<file path="src/hdl/i2c_register_access_master_assert.svh">
// Assertion macros for the I2C register access master RTL.
`ifndef I2C_REGISTER_ACCESS_MASTER_ASSERT_SVH
`define I2C_REGISTER_ACCESS_MASTER_ASSERT_SVH

// Same-cycle implication, sampled on clk and held off while rst_n is low.
`define I2CRAM_ASSERT_NOW(label, ante, cons) \
    label: assert property (@(posedge clk) disable iff (!rst_n) (ante) |-> (cons)) \
        else $error("i2c register access master check failed");

// Next-cycle implication, sampled on clk and held off while rst_n is low.
`define I2CRAM_ASSERT_NEXT(label, ante, cons) \
    label: assert property (@(posedge clk) disable iff (!rst_n) (ante) |=> (cons)) \
        else $error("i2c register access master check failed");

`endif

</file>
<file path="src/hdl/i2cram_pkg.sv">
// Types, constants and phase tables of the I2C register access master.
`timescale 1ns / 1ps

package i2cram_pkg;

    localparam int DEV_ADDR_W  = 7;
    localparam int TU_W        = 10;
    localparam int TIMER_W     = 12;
    localparam int ACK_CNT_W   = 10;
    localparam int BIT_CNT_W   = 4;
    localparam int CFG_INDEX_W = 2;
    localparam int CFG_DATA_W  = 10;

    localparam logic [DEV_ADDR_W-1:0] DEV_ADDR_RESET    = 7'h68;
    localparam logic [TU_W-1:0]       TU_RESET          = 10'd50;
    localparam logic [ACK_CNT_W-1:0]  ACK_TIMEOUT_RESET = 10'd250;
    localparam logic [BIT_CNT_W-1:0]  BITS_PER_BYTE     = 4'd8;

    typedef enum logic [4:0] {
        PH_IDLE      = 5'd0,
        PH_START_A   = 5'd1,
        PH_START_B   = 5'd2,
        PH_TX_SETUP  = 5'd3,
        PH_TX_HIGH   = 5'd4,
        PH_TX_HOLD   = 5'd5,
        PH_ACK_SETUP = 5'd6,
        PH_ACK_HIGH  = 5'd7,
        PH_ACK_POLL  = 5'd8,
        PH_RX_LOW    = 5'd9,
        PH_RX_HIGH   = 5'd10,
        PH_NACK_LOW  = 5'd11,
        PH_NACK_HIGH = 5'd12,
        PH_STOP_A    = 5'd13,
        PH_STOP_B    = 5'd14
    } phase_t;

    typedef enum logic [1:0] {
        ACT_NONE  = 2'd0,
        ACT_WRITE = 2'd1,
        ACT_READ  = 2'd2
    } action_t;

    typedef enum logic [CFG_INDEX_W-1:0] {
        CFG_DEVICE_ADDRESS = 2'd0,
        CFG_TIME_UNIT      = 2'd1,
        CFG_ACK_TIMEOUT    = 2'd2
    } cfg_index_t;

    typedef enum logic [2:0] {
        STEP_DEV_ADDR = 3'd0,
        STEP_REG_ADDR = 3'd1,
        STEP_DATA     = 3'd2,
        STEP_RX       = 3'd3
    } byte_step_t;

    typedef enum logic [1:0] {
        PULL_RELEASE = 2'd0,
        PULL_LOW     = 2'd1,
        PULL_DATA    = 2'd2
    } pull_t;

    typedef struct packed {
        logic [DEV_ADDR_W-1:0] device_address;
        logic [TU_W-1:0]       time_unit;
        logic [ACK_CNT_W-1:0]  ack_timeout;
    } cfg_t;

    typedef struct packed {
        logic [1:0] action;
        logic [7:0] reg_address;
        logic [7:0] write_data;
        logic       sda_in;
    } item_t;

    typedef struct packed {
        logic       scl_level;
        logic       sda_pull_low;
        logic       busy;
        logic       done;
        logic [7:0] read_data;
        logic       ack_error;
    } result_t;

    function automatic logic phase_scl(input phase_t p);
        logic r;
        case (p) inside
            PH_IDLE, PH_START_A, PH_START_B, PH_TX_HIGH, PH_ACK_HIGH, PH_ACK_POLL,
            PH_RX_HIGH, PH_NACK_HIGH, PH_STOP_B: r = 1'b1;
            default:                               r = 1'b0;
        endcase
        return r;
    endfunction

    function automatic pull_t phase_pull(input phase_t p);
        pull_t r;
        case (p) inside
            PH_START_B, PH_STOP_A, PH_STOP_B:    r = PULL_LOW;
            PH_TX_SETUP, PH_TX_HIGH, PH_TX_HOLD: r = PULL_DATA;
            default:                             r = PULL_RELEASE;
        endcase
        return r;
    endfunction

    // Length of each timed phase in time units.
    function automatic logic [2:0] phase_units(input phase_t p);
        logic [2:0] r;
        case (p) inside
            PH_START_A, PH_START_B, PH_STOP_A, PH_STOP_B:          r = 3'd4;
            PH_TX_SETUP, PH_TX_HIGH, PH_TX_HOLD, PH_RX_LOW,
            PH_NACK_LOW, PH_NACK_HIGH:                             r = 3'd2;
            PH_ACK_SETUP, PH_ACK_HIGH, PH_RX_HIGH:                 r = 3'd1;
            default:                                               r = 3'd0;
        endcase
        return r;
    endfunction

endpackage

</file>
<file path="src/hdl/i2cram_cfg.sv">
// Configuration registers of the I2C register access master.
`timescale 1ns / 1ps

module i2cram_cfg
(
    input  logic                               clk,
    input  logic                               rst_n,
    input  logic                               cfg_valid,
    output logic                               cfg_ready,
    input  logic [i2cram_pkg::CFG_INDEX_W-1:0] cfg_index,
    input  logic [i2cram_pkg::CFG_DATA_W-1:0]  cfg_data,
    output i2cram_pkg::cfg_t                   cfg
);

    i2cram_pkg::cfg_t cfg_reg;

    // Every register takes its word as soon as it is offered, so the port never holds off.
    assign cfg_ready = 1'b1;
    assign cfg      = cfg_reg;

    always_ff @(posedge clk or negedge rst_n)
    begin
        if (!rst_n)
        begin
            cfg_reg.device_address <= i2cram_pkg::DEV_ADDR_RESET;
            cfg_reg.time_unit      <= i2cram_pkg::TU_RESET;
            cfg_reg.ack_timeout    <= i2cram_pkg::ACK_TIMEOUT_RESET;
        end
        else if (cfg_valid)
        begin
            case (cfg_index)
                i2cram_pkg::CFG_DEVICE_ADDRESS:
                    cfg_reg.device_address <= cfg_data[i2cram_pkg::DEV_ADDR_W-1:0];
                i2cram_pkg::CFG_TIME_UNIT:
                    cfg_reg.time_unit <= cfg_data[i2cram_pkg::TU_W-1:0];
                i2cram_pkg::CFG_ACK_TIMEOUT:
                    cfg_reg.ack_timeout <= cfg_data[i2cram_pkg::ACK_CNT_W-1:0];
                default:
                    cfg_reg <= cfg_reg;
            endcase
        end
    end

endmodule

</file>
<file path="src/hdl/i2cram_core.sv">
// Bus sequencer state and its one-step update for the I2C register access master.
`timescale 1ns / 1ps

module i2cram_core
(
    input  logic                clk,
    input  logic                rst_n,
    input  logic                step_en,
    input  i2cram_pkg::item_t   item,
    input  i2cram_pkg::cfg_t    cfg,
    output i2cram_pkg::result_t res
);

    i2cram_pkg::phase_t                      phase_reg, phase_next;
    logic [i2cram_pkg::TIMER_W-1:0]          delay_reg, delay_next;
    logic [i2cram_pkg::BIT_CNT_W-1:0]        bit_cnt_reg, bit_cnt_next;
    logic [7:0]                              shift_reg, shift_next;
    logic [i2cram_pkg::ACK_CNT_W-1:0]        ack_cnt_reg, ack_cnt_next;
    i2cram_pkg::byte_step_t                  step_reg, step_next;
    logic                                    is_read_reg, is_read_next;
    logic [7:0]                              held_reg_addr_reg, held_reg_addr_next;
    logic [7:0]                              held_wdata_reg, held_wdata_next;
    logic                                    error_reg, error_next;

    logic [i2cram_pkg::TU_W-1:0]             tu;
    logic [i2cram_pkg::TIMER_W-1:0]          limit;
    logic [i2cram_pkg::TIMER_W:0]            delay_inc;
    logic                                    done;
    i2cram_pkg::pull_t                       pull;

    always_ff @(posedge clk or negedge rst_n)
    begin
        if (!rst_n)
        begin
            phase_reg         <= i2cram_pkg::PH_IDLE;
            delay_reg         <= '0;
            bit_cnt_reg       <= '0;
            shift_reg         <= '0;
            ack_cnt_reg       <= '0;
            step_reg          <= i2cram_pkg::STEP_DEV_ADDR;
            is_read_reg       <= 1'b0;
            held_reg_addr_reg <= '0;
            held_wdata_reg    <= '0;
            error_reg         <= 1'b0;
        end
        else if (step_en)
        begin
            phase_reg         <= phase_next;
            delay_reg         <= delay_next;
            bit_cnt_reg       <= bit_cnt_next;
            shift_reg         <= shift_next;
            ack_cnt_reg       <= ack_cnt_next;
            step_reg          <= step_next;
            is_read_reg       <= is_read_next;
            held_reg_addr_reg <= held_reg_addr_next;
            held_wdata_reg    <= held_wdata_next;
            error_reg         <= error_next;
        end
    end

    // Phase length limit: units are 1, 2 or 4, so it is a shift of the time unit.
    always_comb
    begin
        tu = (cfg.time_unit == '0) ? i2cram_pkg::TU_W'(1) : cfg.time_unit;
        case (i2cram_pkg::phase_units(phase_reg))
            3'd1:    limit = {2'b00, tu};
            3'd2:    limit = {1'b0, tu, 1'b0};
            3'd4:    limit = {tu, 2'b00};
            default: limit = '0;
        endcase
        delay_inc = {1'b0, delay_reg} + 13'd1;
    end

    always_comb
    begin
        phase_next         = phase_reg;
        delay_next         = delay_reg;
        bit_cnt_next       = bit_cnt_reg;
        shift_next         = shift_reg;
        ack_cnt_next       = ack_cnt_reg;
        step_next          = step_reg;
        is_read_next       = is_read_reg;
        held_reg_addr_next = held_reg_addr_reg;
        held_wdata_next    = held_wdata_reg;
        error_next         = error_reg;
        done               = 1'b0;

        case (phase_reg)
            i2cram_pkg::PH_IDLE:
            begin
                if (item.action == i2cram_pkg::ACT_WRITE || item.action == i2cram_pkg::ACT_READ)
                begin
                    is_read_next       = (item.action == i2cram_pkg::ACT_READ);
                    held_reg_addr_next = item.reg_address;
                    held_wdata_next    = item.write_data;
                    step_next          = i2cram_pkg::STEP_DEV_ADDR;
                    error_next         = 1'b0;
                    phase_next         = i2cram_pkg::PH_START_A;
                    delay_next         = '0;
                end
            end

            i2cram_pkg::PH_ACK_POLL:
            begin
                if (!item.sda_in)
                begin
                    // Acknowledged: pick the next byte of the transaction.
                    delay_next = '0;
                    case (step_reg)
                        i2cram_pkg::STEP_DEV_ADDR:
                        begin
                            step_next    = i2cram_pkg::STEP_REG_ADDR;
                            shift_next   = held_reg_addr_reg;
                            bit_cnt_next = '0;
                            phase_next   = i2cram_pkg::PH_TX_SETUP;
                        end
                        i2cram_pkg::STEP_REG_ADDR:
                        begin
                            step_next = i2cram_pkg::STEP_DATA;
                            if (is_read_reg)
                            begin
                                phase_next = i2cram_pkg::PH_START_A;
                            end
                            else
                            begin
                                shift_next   = held_wdata_reg;
                                bit_cnt_next = '0;
                                phase_next   = i2cram_pkg::PH_TX_SETUP;
                            end
                        end
                        i2cram_pkg::STEP_DATA:
                        begin
                            if (is_read_reg)
                            begin
                                step_next    = i2cram_pkg::STEP_RX;
                                shift_next   = '0;
                                bit_cnt_next = '0;
                                phase_next   = i2cram_pkg::PH_RX_LOW;
                            end
                            else
                            begin
                                phase_next = i2cram_pkg::PH_STOP_A;
                            end
                        end
                        default:
                            phase_next = i2cram_pkg::PH_STOP_A;
                    endcase
                end
                else if (ack_cnt_reg >= cfg.ack_timeout)
                begin
                    error_next = 1'b1;
                    phase_next = i2cram_pkg::PH_STOP_A;
                    delay_next = '0;
                end
                else
                begin
                    ack_cnt_next = ack_cnt_reg + 1'b1;
                end
            end

            i2cram_pkg::PH_START_A, i2cram_pkg::PH_START_B, i2cram_pkg::PH_TX_SETUP,
            i2cram_pkg::PH_TX_HIGH, i2cram_pkg::PH_TX_HOLD, i2cram_pkg::PH_ACK_SETUP,
            i2cram_pkg::PH_ACK_HIGH, i2cram_pkg::PH_RX_LOW, i2cram_pkg::PH_RX_HIGH,
            i2cram_pkg::PH_NACK_LOW, i2cram_pkg::PH_NACK_HIGH, i2cram_pkg::PH_STOP_A,
            i2cram_pkg::PH_STOP_B:
            begin
                // A read bit is taken on the first cycle of the SCL high phase.
                if (phase_reg == i2cram_pkg::PH_RX_HIGH && delay_reg == '0)
                begin
                    shift_next = {shift_reg[6:0], item.sda_in};
                end

                if (delay_inc >= {1'b0, limit})
                begin
                    delay_next = '0;
                    case (phase_reg)
                        i2cram_pkg::PH_START_A:   phase_next = i2cram_pkg::PH_START_B;
                        i2cram_pkg::PH_START_B:
                        begin
                            shift_next   = {cfg.device_address,
                                            step_reg == i2cram_pkg::STEP_DATA};
                            bit_cnt_next = '0;
                            phase_next   = i2cram_pkg::PH_TX_SETUP;
                        end
                        i2cram_pkg::PH_TX_SETUP:  phase_next = i2cram_pkg::PH_TX_HIGH;
                        i2cram_pkg::PH_TX_HIGH:   phase_next = i2cram_pkg::PH_TX_HOLD;
                        i2cram_pkg::PH_TX_HOLD:
                        begin
                            shift_next   = {shift_reg[6:0], 1'b0};
                            bit_cnt_next = bit_cnt_reg + 1'b1;
                            phase_next   = (bit_cnt_next >= i2cram_pkg::BITS_PER_BYTE) ?
                                           i2cram_pkg::PH_ACK_SETUP : i2cram_pkg::PH_TX_SETUP;
                        end
                        i2cram_pkg::PH_ACK_SETUP: phase_next = i2cram_pkg::PH_ACK_HIGH;
                        i2cram_pkg::PH_ACK_HIGH:
                        begin
                            ack_cnt_next = '0;
                            phase_next   = i2cram_pkg::PH_ACK_POLL;
                        end
                        i2cram_pkg::PH_RX_LOW:    phase_next = i2cram_pkg::PH_RX_HIGH;
                        i2cram_pkg::PH_RX_HIGH:
                        begin
                            bit_cnt_next = bit_cnt_reg + 1'b1;
                            phase_next   = (bit_cnt_next >= i2cram_pkg::BITS_PER_BYTE) ?
                                           i2cram_pkg::PH_NACK_LOW : i2cram_pkg::PH_RX_LOW;
                        end
                        i2cram_pkg::PH_NACK_LOW:  phase_next = i2cram_pkg::PH_NACK_HIGH;
                        i2cram_pkg::PH_NACK_HIGH: phase_next = i2cram_pkg::PH_STOP_A;
                        i2cram_pkg::PH_STOP_A:    phase_next = i2cram_pkg::PH_STOP_B;
                        i2cram_pkg::PH_STOP_B:
                        begin
                            phase_next = i2cram_pkg::PH_IDLE;
                            done       = 1'b1;
                        end
                        default:                  phase_next = i2cram_pkg::PH_IDLE;
                    endcase
                end
                else
                begin
                    delay_next = delay_reg + 1'b1;
                end
            end

            default:
            begin
                phase_next = i2cram_pkg::PH_IDLE;
                delay_next = '0;
            end
        endcase
    end

    // Bus levels follow the phase being entered and the MSB of the updated shifter.
    always_comb
    begin
        pull              = i2cram_pkg::phase_pull(phase_next);
        res.scl_level     = i2cram_pkg::phase_scl(phase_next);
        res.sda_pull_low  = (pull == i2cram_pkg::PULL_DATA) ? ~shift_next[7] :
                            (pull == i2cram_pkg::PULL_LOW);
        res.busy          = (phase_next != i2cram_pkg::PH_IDLE);
        res.done          = done;
        res.read_data     = (done && is_read_next && !error_next) ? shift_next : 8'h00;
        res.ack_error     = done && error_next;
    end

endmodule

</file>
<file path="src/hdl/i2c_register_access_master.sv">
// Top level of the I2C register access master: input word register, sequencer, result register.
// An accepted word waits in the input register, then its result is registered onto out_valid.
// One word per cycle unless out_stall holds off; the sequencer steps once per accepted word.
// The only backpressure is out_stall, held back through the input register and in_stall.
// Reset (rst_n low, asynchronous) empties both registers, idles the bus, loads default config.
`timescale 1ns / 1ps
`include "i2c_register_access_master_assert.svh"

module i2c_register_access_master
(
    input  logic                               clk,
    input  logic                               rst_n,

    input  logic                               in_valid,
    output logic                               in_stall,
    input  logic [1:0]                         action,
    input  logic [7:0]                         reg_address,
    input  logic [7:0]                         write_data,
    input  logic                               sda_in,

    output logic                               out_valid,
    input  logic                               out_stall,
    output logic                               scl_level,
    output logic                               sda_pull_low,
    output logic                               busy_res,
    output logic                               done_res,
    output logic [7:0]                         read_data,
    output logic                               ack_error,

    input  logic                               cfg_valid,
    output logic                               cfg_ready,
    input  logic [i2cram_pkg::CFG_INDEX_W-1:0] cfg_index,
    input  logic [i2cram_pkg::CFG_DATA_W-1:0]  cfg_data
);

    i2cram_pkg::cfg_t    cfg;
    i2cram_pkg::item_t   item_reg;
    logic                item_valid_reg;
    i2cram_pkg::result_t res;
    i2cram_pkg::result_t out_reg;
    logic                out_valid_reg;
    logic                advance;
    logic                in_take;

    // The held word moves on whenever the result register is empty or being drained.
    assign advance  = item_valid_reg && (!out_valid_reg || !out_stall);
    assign in_stall = item_valid_reg && !advance;
    assign in_take  = in_valid && !in_stall;

    i2cram_cfg u_cfg
    (
        .clk       (clk),
        .rst_n     (rst_n),
        .cfg_valid (cfg_valid),
        .cfg_ready (cfg_ready),
        .cfg_index (cfg_index),
        .cfg_data  (cfg_data),
        .cfg       (cfg)
    );

    i2cram_core u_core
    (
        .clk     (clk),
        .rst_n   (rst_n),
        .step_en (advance),
        .item    (item_reg),
        .cfg     (cfg),
        .res     (res)
    );

    always_ff @(posedge clk or negedge rst_n)
    begin
        if (!rst_n)
        begin
            item_valid_reg <= 1'b0;
            out_valid_reg  <= 1'b0;
        end
        else
        begin
            if (in_take)
            begin
                item_valid_reg <= 1'b1;
            end
            else if (advance)
            begin
                item_valid_reg <= 1'b0;
            end

            if (advance)
            begin
                out_valid_reg <= 1'b1;
            end
            else if (!out_stall)
            begin
                out_valid_reg <= 1'b0;
            end
        end
    end

    always_ff @(posedge clk)
    begin
        if (in_take)
        begin
            item_reg.action      <= action;
            item_reg.reg_address <= reg_address;
            item_reg.write_data  <= write_data;
            item_reg.sda_in      <= sda_in;
        end
        if (advance)
        begin
            out_reg <= res;
        end
    end

    assign out_valid    = out_valid_reg;
    assign scl_level    = out_reg.scl_level;
    assign sda_pull_low = out_reg.sda_pull_low;
    assign busy_res     = out_reg.busy;
    assign done_res     = out_reg.done;
    assign read_data    = out_reg.read_data;
    assign ack_error    = out_reg.ack_error;

    `I2CRAM_ASSERT_NOW(a_done_ends_busy, out_valid_reg && out_reg.done, !out_reg.busy)
    `I2CRAM_ASSERT_NOW(a_error_only_with_done, out_valid_reg && out_reg.ack_error, out_reg.done)
    `I2CRAM_ASSERT_NOW(a_data_only_with_done, out_valid_reg && (|out_reg.read_data), out_reg.done)
    `I2CRAM_ASSERT_NEXT(a_advance_fills_result, advance, out_valid_reg)

endmodule

</file>
<file path="config.mk">
export PLATFORM = sky130hd
export DESIGN_NAME = i2c_register_access_master
export DESIGN_NICKNAME = d
export VERILOG_FILES = /design/src/hdl/i2cram_pkg.sv /design/src/hdl/i2cram_cfg.sv /design/src/hdl/i2cram_core.sv /design/src/hdl/i2c_register_access_master.sv
export VERILOG_INCLUDE_DIRS = /design/src /design/src/hdl
export SDC_FILE = /design/constraint.sdc
export NUM_CORES = 1
export LEC_CHECK = 0
export BUFFER_PORTS_ARGS = -buffer_cell sky130_fd_sc_hd__buf_2
export CAP_MARGIN = 0
export CELL_PAD_IN_SITES_DETAIL_PLACEMENT = 1
export CELL_PAD_IN_SITES_GLOBAL_PLACEMENT = 1
export CORE_UTILIZATION = 42
export DETAILED_ROUTE_END_ITERATION = 10
export GPL_TIMING_DRIVEN = 0
export HOLD_SLACK_MARGIN = 0.06
export PLACE_DENSITY_LB_ADDON = 0.1
export SLEW_MARGIN = 40
export SYNTH_ARGS = -nofsm -noshare
export SYNTH_HDL_FRONTEND = slang
export SYNTH_SLANG_ARGS = --single-unit
</file>
<file path="constraint.sdc">
create_clock -name clk -period 4.6 [get_ports clk]
set_input_delay 0.23 -clock clk [delete_from_list [all_inputs] [get_ports clk]]
set_output_delay 0.23 -clock clk [all_outputs]
set_load 0.02 [all_outputs]
</file>
======== Word level (Yosys, flattened, before mapping) ========
Cells that the tools add are included.
word-level totals
  output and inout bits ................... 16
  bits in registers ....................... 121
  bits of input ports ..................... 36
operators by class
  reductions and logical operators ........ 40
  $lt $le $gt $ge ......................... 3
  bitwise operators ....................... 1
  muxes and demuxes ....................... 63
  equal/unequal tests ..................... 48
  add/sub/neg operators ................... 4
operators by type and width
  operator                 count
  $pmux W12 S3             2
  $eq A5 B4 Y1 const B     12
  $pmux W5 S12             1
  $mux W10                 5
  $mux W12                 4
  $mux W8                  5
  $eq A5 B3 Y1 const B     7
  $pmux W8 S2              2
  $pmux W5 S3              2
  $pmux W8 S3              1
  $mux W3                  7
  $eq A5 B2 Y1 const B     4
  $mux W5                  4
  $pmux W10 S2             1
  $mux W4                  4
  $pmux W4 S2              2
  $mux W1                  15
  $add A12 B1 Y13 const B  1
  $ge A13 B12 Y1           1
  $reduce_or A13 Y1        1
  $add A12 B1 Y12 const B  1
  $logic_not A12 Y1        1
  $pmux W4 S3              1
  $reduce_and A6 Y1        2
  other kinds (37)         73

======== Depth between registers and ports, before layout ========
Gate-level depths: netlist (run 1).
  depth in word-level cells ............... 16
  depth in mapped cells ................... 16
  depth with buffers taken out ............ 14

======== By module ========
From an unflattened synthesis (run 1), not the netlist that was laid out.
second synthesis, totals
  cell total of the unflattened synthesis .. 654
  area total of the unflattened synthesis .. 6,777.8 µm²
modules (own cells, without submodules)
  module                      cells an instance  area each (µm²)  instances
  i2cram_core                 553                4,662.0          1
  i2cram_cfg                  61                 1,062.3          1
  i2c_register_access_master  40                 1,053.5          1

======== Worst setup path after synthesis (run 1) ========
OpenSTA, ideal clock, no wires.
  kind .................................... register to register
  start ................................... reg u_core.phase_reg[2]
  end ..................................... reg out_reg, in the netlist sda_pull_low, data pin
  arrival ................................. 3.642 ns
  path slack .............................. 0.687 ns
  required time ........................... 4.329 ns
  stages on the path, launching flop included .. 15
  cells stage by stage .................... dfrtp_1 > buf_2 > nor2b_4 > nor4_1 > clkbuf_1 > a222oi_1 > ha_1 > a211oi_1 > o211a_1 > o221ai_2 > or4_1 > o211ai_2 > or4b_1 > o21ai_1 > o221ai_1
RTL lines
  element                   RTL line                           source
  start: declaration        i2cram_core.sv:14                  i2cram_pkg::phase_t phase_reg, phase_next;
  start signal: assignment  i2cram_core.sv:35                  phase_reg <= i2cram_pkg::PH_IDLE;
  start signal: assignment  i2cram_core.sv:48                  phase_reg <= phase_next;
  end signal: assignment    i2c_register_access_master.sv:111  out_reg <= res;
  end: declaration          i2c_register_access_master.sv:40   i2cram_pkg::result_t out_reg;

==> impl_results.md, run 1 <==
* Worst path arrival time at 4.45 ns
* Worst-path clk slew at 0.06 ns
* Cell Area, Synth at 6680 um2
* Routability cong. at 0.863
* Final setup fails at 0
* DR iter-0 viols at 310
* Synth warn at 0
* Root Buffer: clkbuf_16
* Fin. max-slew vios at 0
* Async S/R FF share, synth at 0.733
* Fin crit share at 0.938
* Die X at 128 um
* Ys flop type: dfrtp_1
* Worst min path class: input pin to register
* Largest register FFs at 27
* CTS H-tree lvls at 4
* Post-DR wirelength/cell at 18.8 um
* Routed Antenna Nets at 0
* WP depth at 14
* Crit path kind: register to register
* Diode count at 0
* Overflow after GRT at 0
* All-Layer GR Usage at 0.234
* CP Max Fanout at 10
* Syn Area/Cell at 10.8 um2
* Vias in the first global route at 5,682
* Clk sinks at 120
* Deepest clock path buffer count at 2
* Clock skew at 0.00860 ns
* Crit end category: register
* Synth unique cells at 80
* Startpoint Class: register
* CTS tree: done
* Achievable frequency at 232 MHz
* Initial Util at 0.435
* Pre-Repair DR Iteration Count at 6
* Num rows at 45
* RSZ-0062 raised after global routing: no
* Largest net degree at the start of global routing at 57
* Worst Tran Pin Value at 0.815 ns
* Total number of vias at 5,215
* Hold Fails Final Rpt at 0
* HPWL after detailed placement at 12,800 um
* Relative slew slack at 0.452
* Synth-to-Final Area Change at 21.0%
* IO Port Bufs at 50
* Postcts setup bufs at 0
* Pwr Density at 482 nW/um2
* Core Area at 15,400 um2
* DIE HEIGHT at 128 um
* VDD IR-drop max at 334 uV
* Initial antenna violation count at 0
* Cells after Synth at 616
* Via density at 5.59
* DIE AREA at 16,400 um2
* DRT Wirelength at 17,500 um
* Hold Crit Depth at 3
* Outcome: finished, final reports clean
* First-pass GRT wire length at 29,500 um
* Synth Net Count at 684
* Leakage power at 0.00334 uW
* Min-Delay Endpoint: out_valid
* Total power at 3900 uW
* Max cap viols at 0
* Register area share after synthesis at 0.476
* Critical path buffers and inverters at 2
* Post-synth EDFFs at 32
* Worst path max stage delay at 0.52 ns
* Crit path max-delay family: simple AND/OR/NAND/NOR gates
* Crit path cell chain: buf_2 -> nor2b_4 -> nor4_2 -> clkbuf_2 -> a222oi_1 -> ha_1 -> a211oi_1 -> o211a_1 -> o221ai_2 -> or4_1 -> o211ai_2 -> or4b_1 -> o21ai_1 -> o221ai_1
* Hold Startpoint: out_stall
* Layout cell share with drive strength beyond 1 at 0.269
* Worst reg-to-reg path cell count at 14
* Req. time, crit path at 4.74 ns
* FF-to-FF Start: u_core.phase_reg[2]
* Flops & latches, synth at 120
* R2r endpoint: sda_pull_low
* Minimum clock period at 4.32 ns
* Top Ports at 52
* CP max-delay cell: or4_1
* Final nets at 777
* R2r setup slk at 0.28 ns
* # DRC at 0
* Worst-Skew Late Latency at 0.41 ns
* TNS Setup at 0 ns
* TritonCTS Buffers at 17
[worst min-delay path, cell delays in order]
cell and delay (ns):
buf_2 0.09, nand2_1 0.06, nand2b_1 0.07
[worst max-delay path by stage]
stage,start,endpoint,slack (ns)
finish,u_core.phase_reg[2],sda_pull_low,0.28
global route,u_core.phase_reg[2],sda_pull_low,0.03
CTS,u_core.phase_reg[0],busy_res,0.09
detailed placement,u_core.phase_reg[2],read_data[6],-0.11
global placement,u_core.phase_reg[2],read_data[6],0.07
floorplan,u_core.phase_reg[2],sda_pull_low,0.69
[per-stage QoR]
stage | util | setup slack (ns) | cell area [um2] | hold slack, ns | cells
2_1_floorplan | - | 0.687 | 6680 | -0.0656 | 616
3_3_place_gp | 0.468 | 0.0710 | 7200 | 0.407 | 877
3_5_place_dp | 0.471 | -0.114 | 7250 | 0.146 | 878
4_1_cts | 0.525 | 0.0871 | 8060 | 0.0616 | 934
5_1_grt | 0.526 | 0.0292 | 8090 | 0.0810 | 933
6_report | 0.526 | 0.284 | 8090 | 0.0752 | 933
[cell families after synthesis]
kind of cell,count (synthesis),share of synthesized area
compound gates,134,0.150
xor+xnor,20,0.0262
fa+ha+maj,32,0.0599
buf+inv,51,0.0315
flops,120,0.476
mux,58,0.0959
other cells,1,0.000561
simple gates,200,0.161
[synth_stat cells (3+ instances only)]
library cell  number  area share
nand2b_1          10      0.0094
o31ai_1            6      0.0067
buf_2              9      0.0067
nand4_1            5      0.0047
nand2_1           60       0.034
a22o_1             8       0.010
a21oi_1           19       0.014
nor2b_1           10      0.0094
nor2_1            33       0.019
xnor2_1           16       0.021
nor3b_1            3      0.0034
a222oi_1          15       0.022
nor4_1             7      0.0066
clkbuf_1          15      0.0084
xor2_1             4      0.0052
o21ai_0           29       0.022
o22ai_1            7      0.0066
or4_1              3      0.0034
o211ai_1           4      0.0045
dfrtp_1           76        0.28
or3_1              3      0.0028
and2_1             3      0.0028
inv_1             22       0.012
a22oi_1           10       0.011
mux2_2            48       0.081
nor3_1            12      0.0090
ha_1              32       0.060
a31oi_1            3      0.0028
o21a_1             3      0.0034
mux2i_1           10       0.015
edfxtp_1          32        0.14
and3_1             4      0.0037
dfstp_2           12       0.047
nand3_1           26       0.019
[repair_timing]
action,in CTS,in global routing
hold buffers,24,0
hold endpoints to repair,58,0
setup endpoints to repair,19,32
gates resized for setup,3,7
[cell usage in the layout, fill, tap and decap left out, types with 12 or more instances in the layout]
cell type	n
nand3_1	26
buf_2	58
dlygate4sd3_1	24
clkbuf_16	17
o21ai_0	29
clkbuf_1	12
nor2_1	31
xnor2_1	16
mux2_2	48
dfstp_2	12
dfrtp_1	75
a222oi_1	15
a21oi_1	19
inv_1	22
edfxtp_1	32
nand2_1	60
ha_1	31
[layout make-up]
class / instances / area (um2)
clock buffers: 17 / 425
inverters: 23 / 86.3
flip-flops and latches: 120 / 3180
fillers: 1680 / 7280
repair buffers: 75 / 524
multi-input cells: 445 / 3340
clock inverters: 15 / 143
well taps: 211 / 264
plain buffers: 27 / 123
[layer usage]
metal  up-vias  routed length (um)  global-route usage
met1      2635                8110               0.308
met4         0                 221              0.0657
li1       2490                   -                   -
met5         -                   0                   0
met3        14                 503              0.0438
met2        76                8670               0.394
[power by group]
group | internal, uW | leakage (uW) | switching (uW)
registers | 1300 | 0.00142 | 129
clock network | 753 | 0.000269 | 532
logic | 468 | 0.00166 | 716
total | 2520 | 0.00334 | 1380
Power figures use the tool's default switching activity.
==> inputs of run 2 (changes only) <==
--- a/config.mk
+++ b/config.mk
@@ -7,9 +7,9 @@
 export NUM_CORES = 1
 export LEC_CHECK = 0
 export BUFFER_PORTS_ARGS = -buffer_cell sky130_fd_sc_hd__buf_2
-export CAP_MARGIN = 0
 export CELL_PAD_IN_SITES_DETAIL_PLACEMENT = 1
 export CELL_PAD_IN_SITES_GLOBAL_PLACEMENT = 1
+export CORE_MARGIN = 2
 export CORE_UTILIZATION = 42
 export DETAILED_ROUTE_END_ITERATION = 10
 export GPL_TIMING_DRIVEN = 0
==> impl_results.md, run 2 (synthesis gave the netlist of run 1 again) <==
* Leakage power at 0.00332 uW
* Total placed cells including tap cells at 883
* DRT Wirelength at 18,000 um
* Num rows at 46
* Core Area at 15,700 um2
* Die X at 130 um
* HPWL after detailed placement at 13,200 um
* Worst-path clk slew at 0.06 ns
* DIE AREA at 16,900 um2
* Via density at 5.63
* Initial antenna violation count at 0
* CTS tree: done
* Worst reg-to-reg path cell count at 14
* Commonest cells after routing, fill and taps aside: 76 x dfrtp_1, 60 x nand2_1, 58 x buf_2
* FF-to-FF Start: u_core.delay_reg[0]
* IO Port Bufs at 50
* Achievable frequency at 229 MHz
* First-pass GRT wire length at 29,500 um
* Clock skew at 0.0119 ns
* RSZ-0062 raised after global routing: no
* Deepest clock path buffer count at 2
* Root Buffer: clkbuf_16
* Met1 Resource Use GR at 0.292
* Worst min path class: input pin to register
* Req. time, crit path at 4.74 ns
* Synth-to-Final Area Change at 20.2%
* M3 GR Usage at 0.0467
* CP startpoint: u_core.delay_reg[0]
* Startpoint Class: register
* Largest register FFs at 27
* TritonCTS Buffers at 17
* All-Layer GR Usage at 0.228
* Global Route met2 Usage at 0.388
* Total number of vias at 5,264
* Post-layout util at 0.511
* Hold Fails Final Rpt at 0
* Crit path kind: register to register
* Pwr Density at 480 nW/um2
* CP Max Fanout at 7
* Initial Util at 0.425
* Worst Setup EP: sda_pull_low
* Final nets at 774
* Non-filler instance count after layout at 935
* Top Ports at 52
* Top Usage Layer GRT: met2
* Relative slew slack at 0.420
* Outcome: finished, final reports clean
* Overflow after GRT at 0
* Routed Antenna Nets at 0
* Worst-Skew Late Latency at 0.42 ns
* CTS H-tree lvls at 4
* Layout cell share with drive strength beyond 1 at 0.264
* VDD IR-drop max at 301 uV
* Worst path arrival time at 4.50 ns
* Routability cong. at 0.867
* Hold Startpoint: cfg_data[8]
* DR iter-0 viols at 316
* Post-DR wirelength/cell at 19.2 um
* Hold slack at 0.0760 ns
* Crit end category: register
* Clk sinks at 120
* Max cap viols at 0
* R2r setup slk at 0.24 ns
* Postcts setup bufs at 0
* Final setup fails at 0
* Most common cell after layout, fill and taps aside: dfrtp_1
* Largest net degree at the start of global routing at 61
* R2r endpoint: sda_pull_low
* DIE HEIGHT at 130 um
* Worst Tran Pin Value at 0.864 ns
* Vias in the first global route at 5,582
* Fin. max-slew vios at 0
* Minimum clock period at 4.36 ns
* Fin crit share at 0.948
* # DRC at 0
* Diode count at 0
* Pre-Repair DR Iteration Count at 5
[run 2: through the flow]
step	total power (uW)	cell area, um2	worst slack, ns	setup TNS (ns)
final	3850	8030	0.237	0
after global routing	4080	8030	0.0268	0
after CTS	3880	8010	0.0261	0
after detailed placement	2590	7250	-0.113	-0.550
after global placement	2520	7200	0.0780	0
after floorplan	2220	6680	0.687	0
[run 2: worst min path at each step]
stage | end | slack, ns | cells past startpoint
2_1_floorplan | item_valid_reg | -0.07 | 0
6_report | u_cfg.cfg[18] | 0.08 | 2
4_1_cts | u_cfg.cfg[17] | 0.06 | 2
3_3_place_gp | item_reg[12] | 0.41 | 1
3_5_place_dp | u_core.delay_reg[9] | 0.14 | 1
5_1_grt | u_cfg.cfg[17] | 0.07 | 2
[run 2: per-layer routing]
metal	up-vias	wire length (um)
li1	2487	-
met1	2676	8000
met2	74	9130
met3	27	485
met4	0	375
met5	-	0
[run 2: what timing repair did]
| item | 4_1_cts | 5_1_grt |
|---|---|---|
| hold buffers | 21 | 0 |
| resized for setup | 3 | 5 |
| endpoints found under the setup margin | 9 | 22 |
| hold endpoints to repair | 48 | 0 |
[run 2: layout make-up]
class,count,area (um2)
multi-input combinational,445,3330
tap,216,270
clock buffer,18,429
timing repair buffer,72,494
buffer,27,123
inverter,23,86.3
fill,1731,7680
sequential,120,3180
clock inverter,14,118
[run 2: worst max-delay path, cell delays in order, from the launching register on]
cell and delay (ns):
dfrtp_1 0.47, ha_1 0.29, and4_1 0.25, nand4_2 0.23
nor2_1 0.21, xor2_1 0.24, ha_1 0.28, a21o_1 0.18
a21oi_1 0.24, o221ai_2 0.21, or4_1 0.53, o211ai_2 0.17
or4b_1 0.51, o21ai_1 0.12, o221ai_1 0.16
[run 2: where the power goes]
| part | switching [uW] | internal [uW] |
|---|---|---|
| combinational | 723 | 465 |
| clock | 538 | 701 |
| sequential | 127 | 1300 |
==> inputs of run 3 (changes only) <==
--- a/config.mk
+++ b/config.mk
@@ -11,10 +11,11 @@
 export CELL_PAD_IN_SITES_GLOBAL_PLACEMENT = 1
 export CORE_MARGIN = 2
 export CORE_UTILIZATION = 42
+export CTS_BUF_LIST = sky130_fd_sc_hd__clkbuf_2 sky130_fd_sc_hd__clkbuf_4 sky130_fd_sc_hd__clkbuf_8
 export DETAILED_ROUTE_END_ITERATION = 10
 export GPL_TIMING_DRIVEN = 0
 export HOLD_SLACK_MARGIN = 0.06
-export PLACE_DENSITY_LB_ADDON = 0.1
+export PLACE_DENSITY_LB_ADDON = 0.2
 export SLEW_MARGIN = 40
 export SYNTH_ARGS = -nofsm -noshare
 export SYNTH_HDL_FRONTEND = slang
==> impl_results.md, run 3 (synthesis gave the netlist of run 1 again) <==
* Achievable frequency at 234 MHz
* Hold Crit Depth at 2
* Via density at 5.55
* DIE HEIGHT at 130 um
* Worst-path clk slew at 0.08 ns
* Most common cell after layout, fill and taps aside: dfrtp_1
* Initial antenna violation count at 0
* Relative slew slack at 0.526
* CP max-delay cell: or4_1
* Max cap viols at 0
* DRT Wirelength at 17,300 um
* Crit end category: register
* CP Max Fanout at 10
* Crit path kind: register to register
* Worst min path class: input pin to register
* Routed Antenna Nets at 0
* Postcts setup bufs at 0
* Startpoint Class: register
* DR iter-0 viols at 291
* # DRC at 0
* Leakage power at 0.00326 uW
* Req. time, crit path at 4.78 ns
* R2r setup slk at 0.32 ns
* Hold slack at 0.0787 ns
* Fill cell count at 1,729
* Overflow after GRT at 0
* CTS H-tree lvls at 4
* DIE AREA at 16,900 um2
* Root Buffer: clkbuf_8
* Worst-Skew Late Latency at 0.46 ns
* Clk sinks at 120
* Hold Fails Final Rpt at 0
* Layout cell share with drive strength beyond 1 at 0.265
* Min-Delay Endpoint: u_cfg.cfg[16]
* RSZ-0062 raised after global routing: no
* Vias in the first global route at 5,533
* HPWL after detailed placement at 12,700 um
* Hold Startpoint: cfg_data[6]
* IO Port Bufs at 50
* Num rows at 46
* Routability cong. at 0.918
* FF-to-FF Start: u_core.phase_reg[2]
* Final setup fails at 0
* VDD IR-drop max at 241 uV
* Worst path max stage delay at 0.52 ns
* Largest register FFs at 27
* R2r endpoint: sda_pull_low
* DP Worst Slack at -0.0517 ns
* Total placed cells including tap cells at 883
* Largest net degree at the start of global routing at 61
* Worst reg-to-reg path cell count at 14
* Worst Tran Pin Value at 0.704 ns
* Crit path cell chain: buf_2 -> nor2b_4 -> nor4_2 -> clkbuf_2 -> a222oi_1 -> ha_1 -> a211oi_1 -> o211a_1 -> o221ai_2 -> or4_1 -> o211ai_2 -> or4b_1 -> o21ai_1 -> o221ai_1
* Top Ports at 52
* Commonest cells after routing, fill and taps aside: 76 x dfrtp_1, 60 x nand2_1, 58 x buf_2
* TritonCTS Buffers at 17
* Clock skew at 0.0185 ns
* Post-route setup slack at 0.322 ns
* Worst path arrival time at 4.46 ns
* Non-filler instance count after layout at 941
* Diode count at 0
* Post-DR wirelength/cell at 18.3 um
* Fin. max-slew vios at 0
* Total number of vias at 5,219
* Outcome: finished, final reports clean
* Minimum clock period at 4.28 ns
* Fin crit share at 0.930
* All-Layer GR Usage at 0.218
* Pwr Density at 444 nW/um2
* First-pass GRT wire length at 28,400 um
* Pre-Repair DR Iteration Count at 5
* Final nets at 780
* Core Area at 15,700 um2
* Initial Util at 0.425
* Die X at 130 um
* Synth-to-Final Area Change at 18.4%
* Deepest clock path buffer count at 2
* CTS tree: done
-- run 3: cell types whose count changed in the layout (fill, tap and decap cells not counted), sizes merged --
| cell | before | now |
|---|---|---|
| clkbuf | 32 | 31 |
| clkinv | 3 | 0 |
| inv | 29 | 33 |
| dlygate4sd3 | 21 | 27 |
-- run 3: worst max-delay path by stage --
stage                        startpoint                  end  slack (ns)  cells past startpoint
floorplan           u_core.phase_reg[2]         sda_pull_low        0.69                     14
global placement    u_core.phase_reg[2]  u_core.delay_reg[7]        0.11                     13
detailed placement  u_core.phase_reg[2]  u_core.delay_reg[7]       -0.05                     13
CTS                 u_core.phase_reg[3]         read_data[3]        0.06                     14
global route        u_core.delay_reg[0]         sda_pull_low        0.03                     14
finish              u_core.phase_reg[2]         sda_pull_low        0.32                     14
-- run 3: routing by layer --
metal | wire length, um | GRT usage | vias up | part of all wire
li1 | - | - | 2485 | -
met1 | 7720 | 0.278 | 2648 | 0.45
met2 | 8850 | 0.377 | 70 | 0.51
met3 | 479 | 0.0439 | 16 | 0.028
met4 | 202 | 0.0664 | 0 | 0.012
met5 | 0 | 0 | - | 0
-- run 3: area by class of cell --
cell class,instances,area (um2),share of cell area
multi-input combinational,445,3330,0.421
tap,216,270,0.0342
clock buffer,17,234,0.0296
timing repair buffer,78,554,0.0701
sequential,120,3180,0.402
buffer,27,123,0.0155
clock inverter,15,133,0.0168
inverter,23,86.3,0.0109
-- run 3: report_power, final --
| group | total (uW) | switching [uW] | internal, uW |
|---|---|---|---|
| sequential | 1430 | 130 | 1300 |
| clock | 905 | 512 | 393 |
| combinational | 1180 | 714 | 468 |
-- run 3: metrics by stage --
stage                     cell area, um2   util  power, uW  TNS (ns)
after detailed placement            7250  0.461       2590    -0.252
after floorplan                     6680      -       2220         0
final                               7910  0.504       3510         0
after CTS                           7890  0.502       3520         0
after global routing                7910  0.504       3740         0
after global placement              7200  0.458       2520         0
-- run 3: critical path, delay by kind of cell, from the launching register on --
kind	cells	cell delay (ns)
buffers and inverters	2	0.48
DFF	1	0.39
adders and majority gates	1	0.34
and+or+nand+nor	4	1.60
AOI/OAI and AO/OA	7	1.19
-- run 3: what timing repair did --
action,CTS,global route
pin swaps,0,0
hold endpoints to repair,106,1
hold buffers,26,1
resized for setup,2,7
endpoints found under the setup margin,10,23
gates cloned,0,0
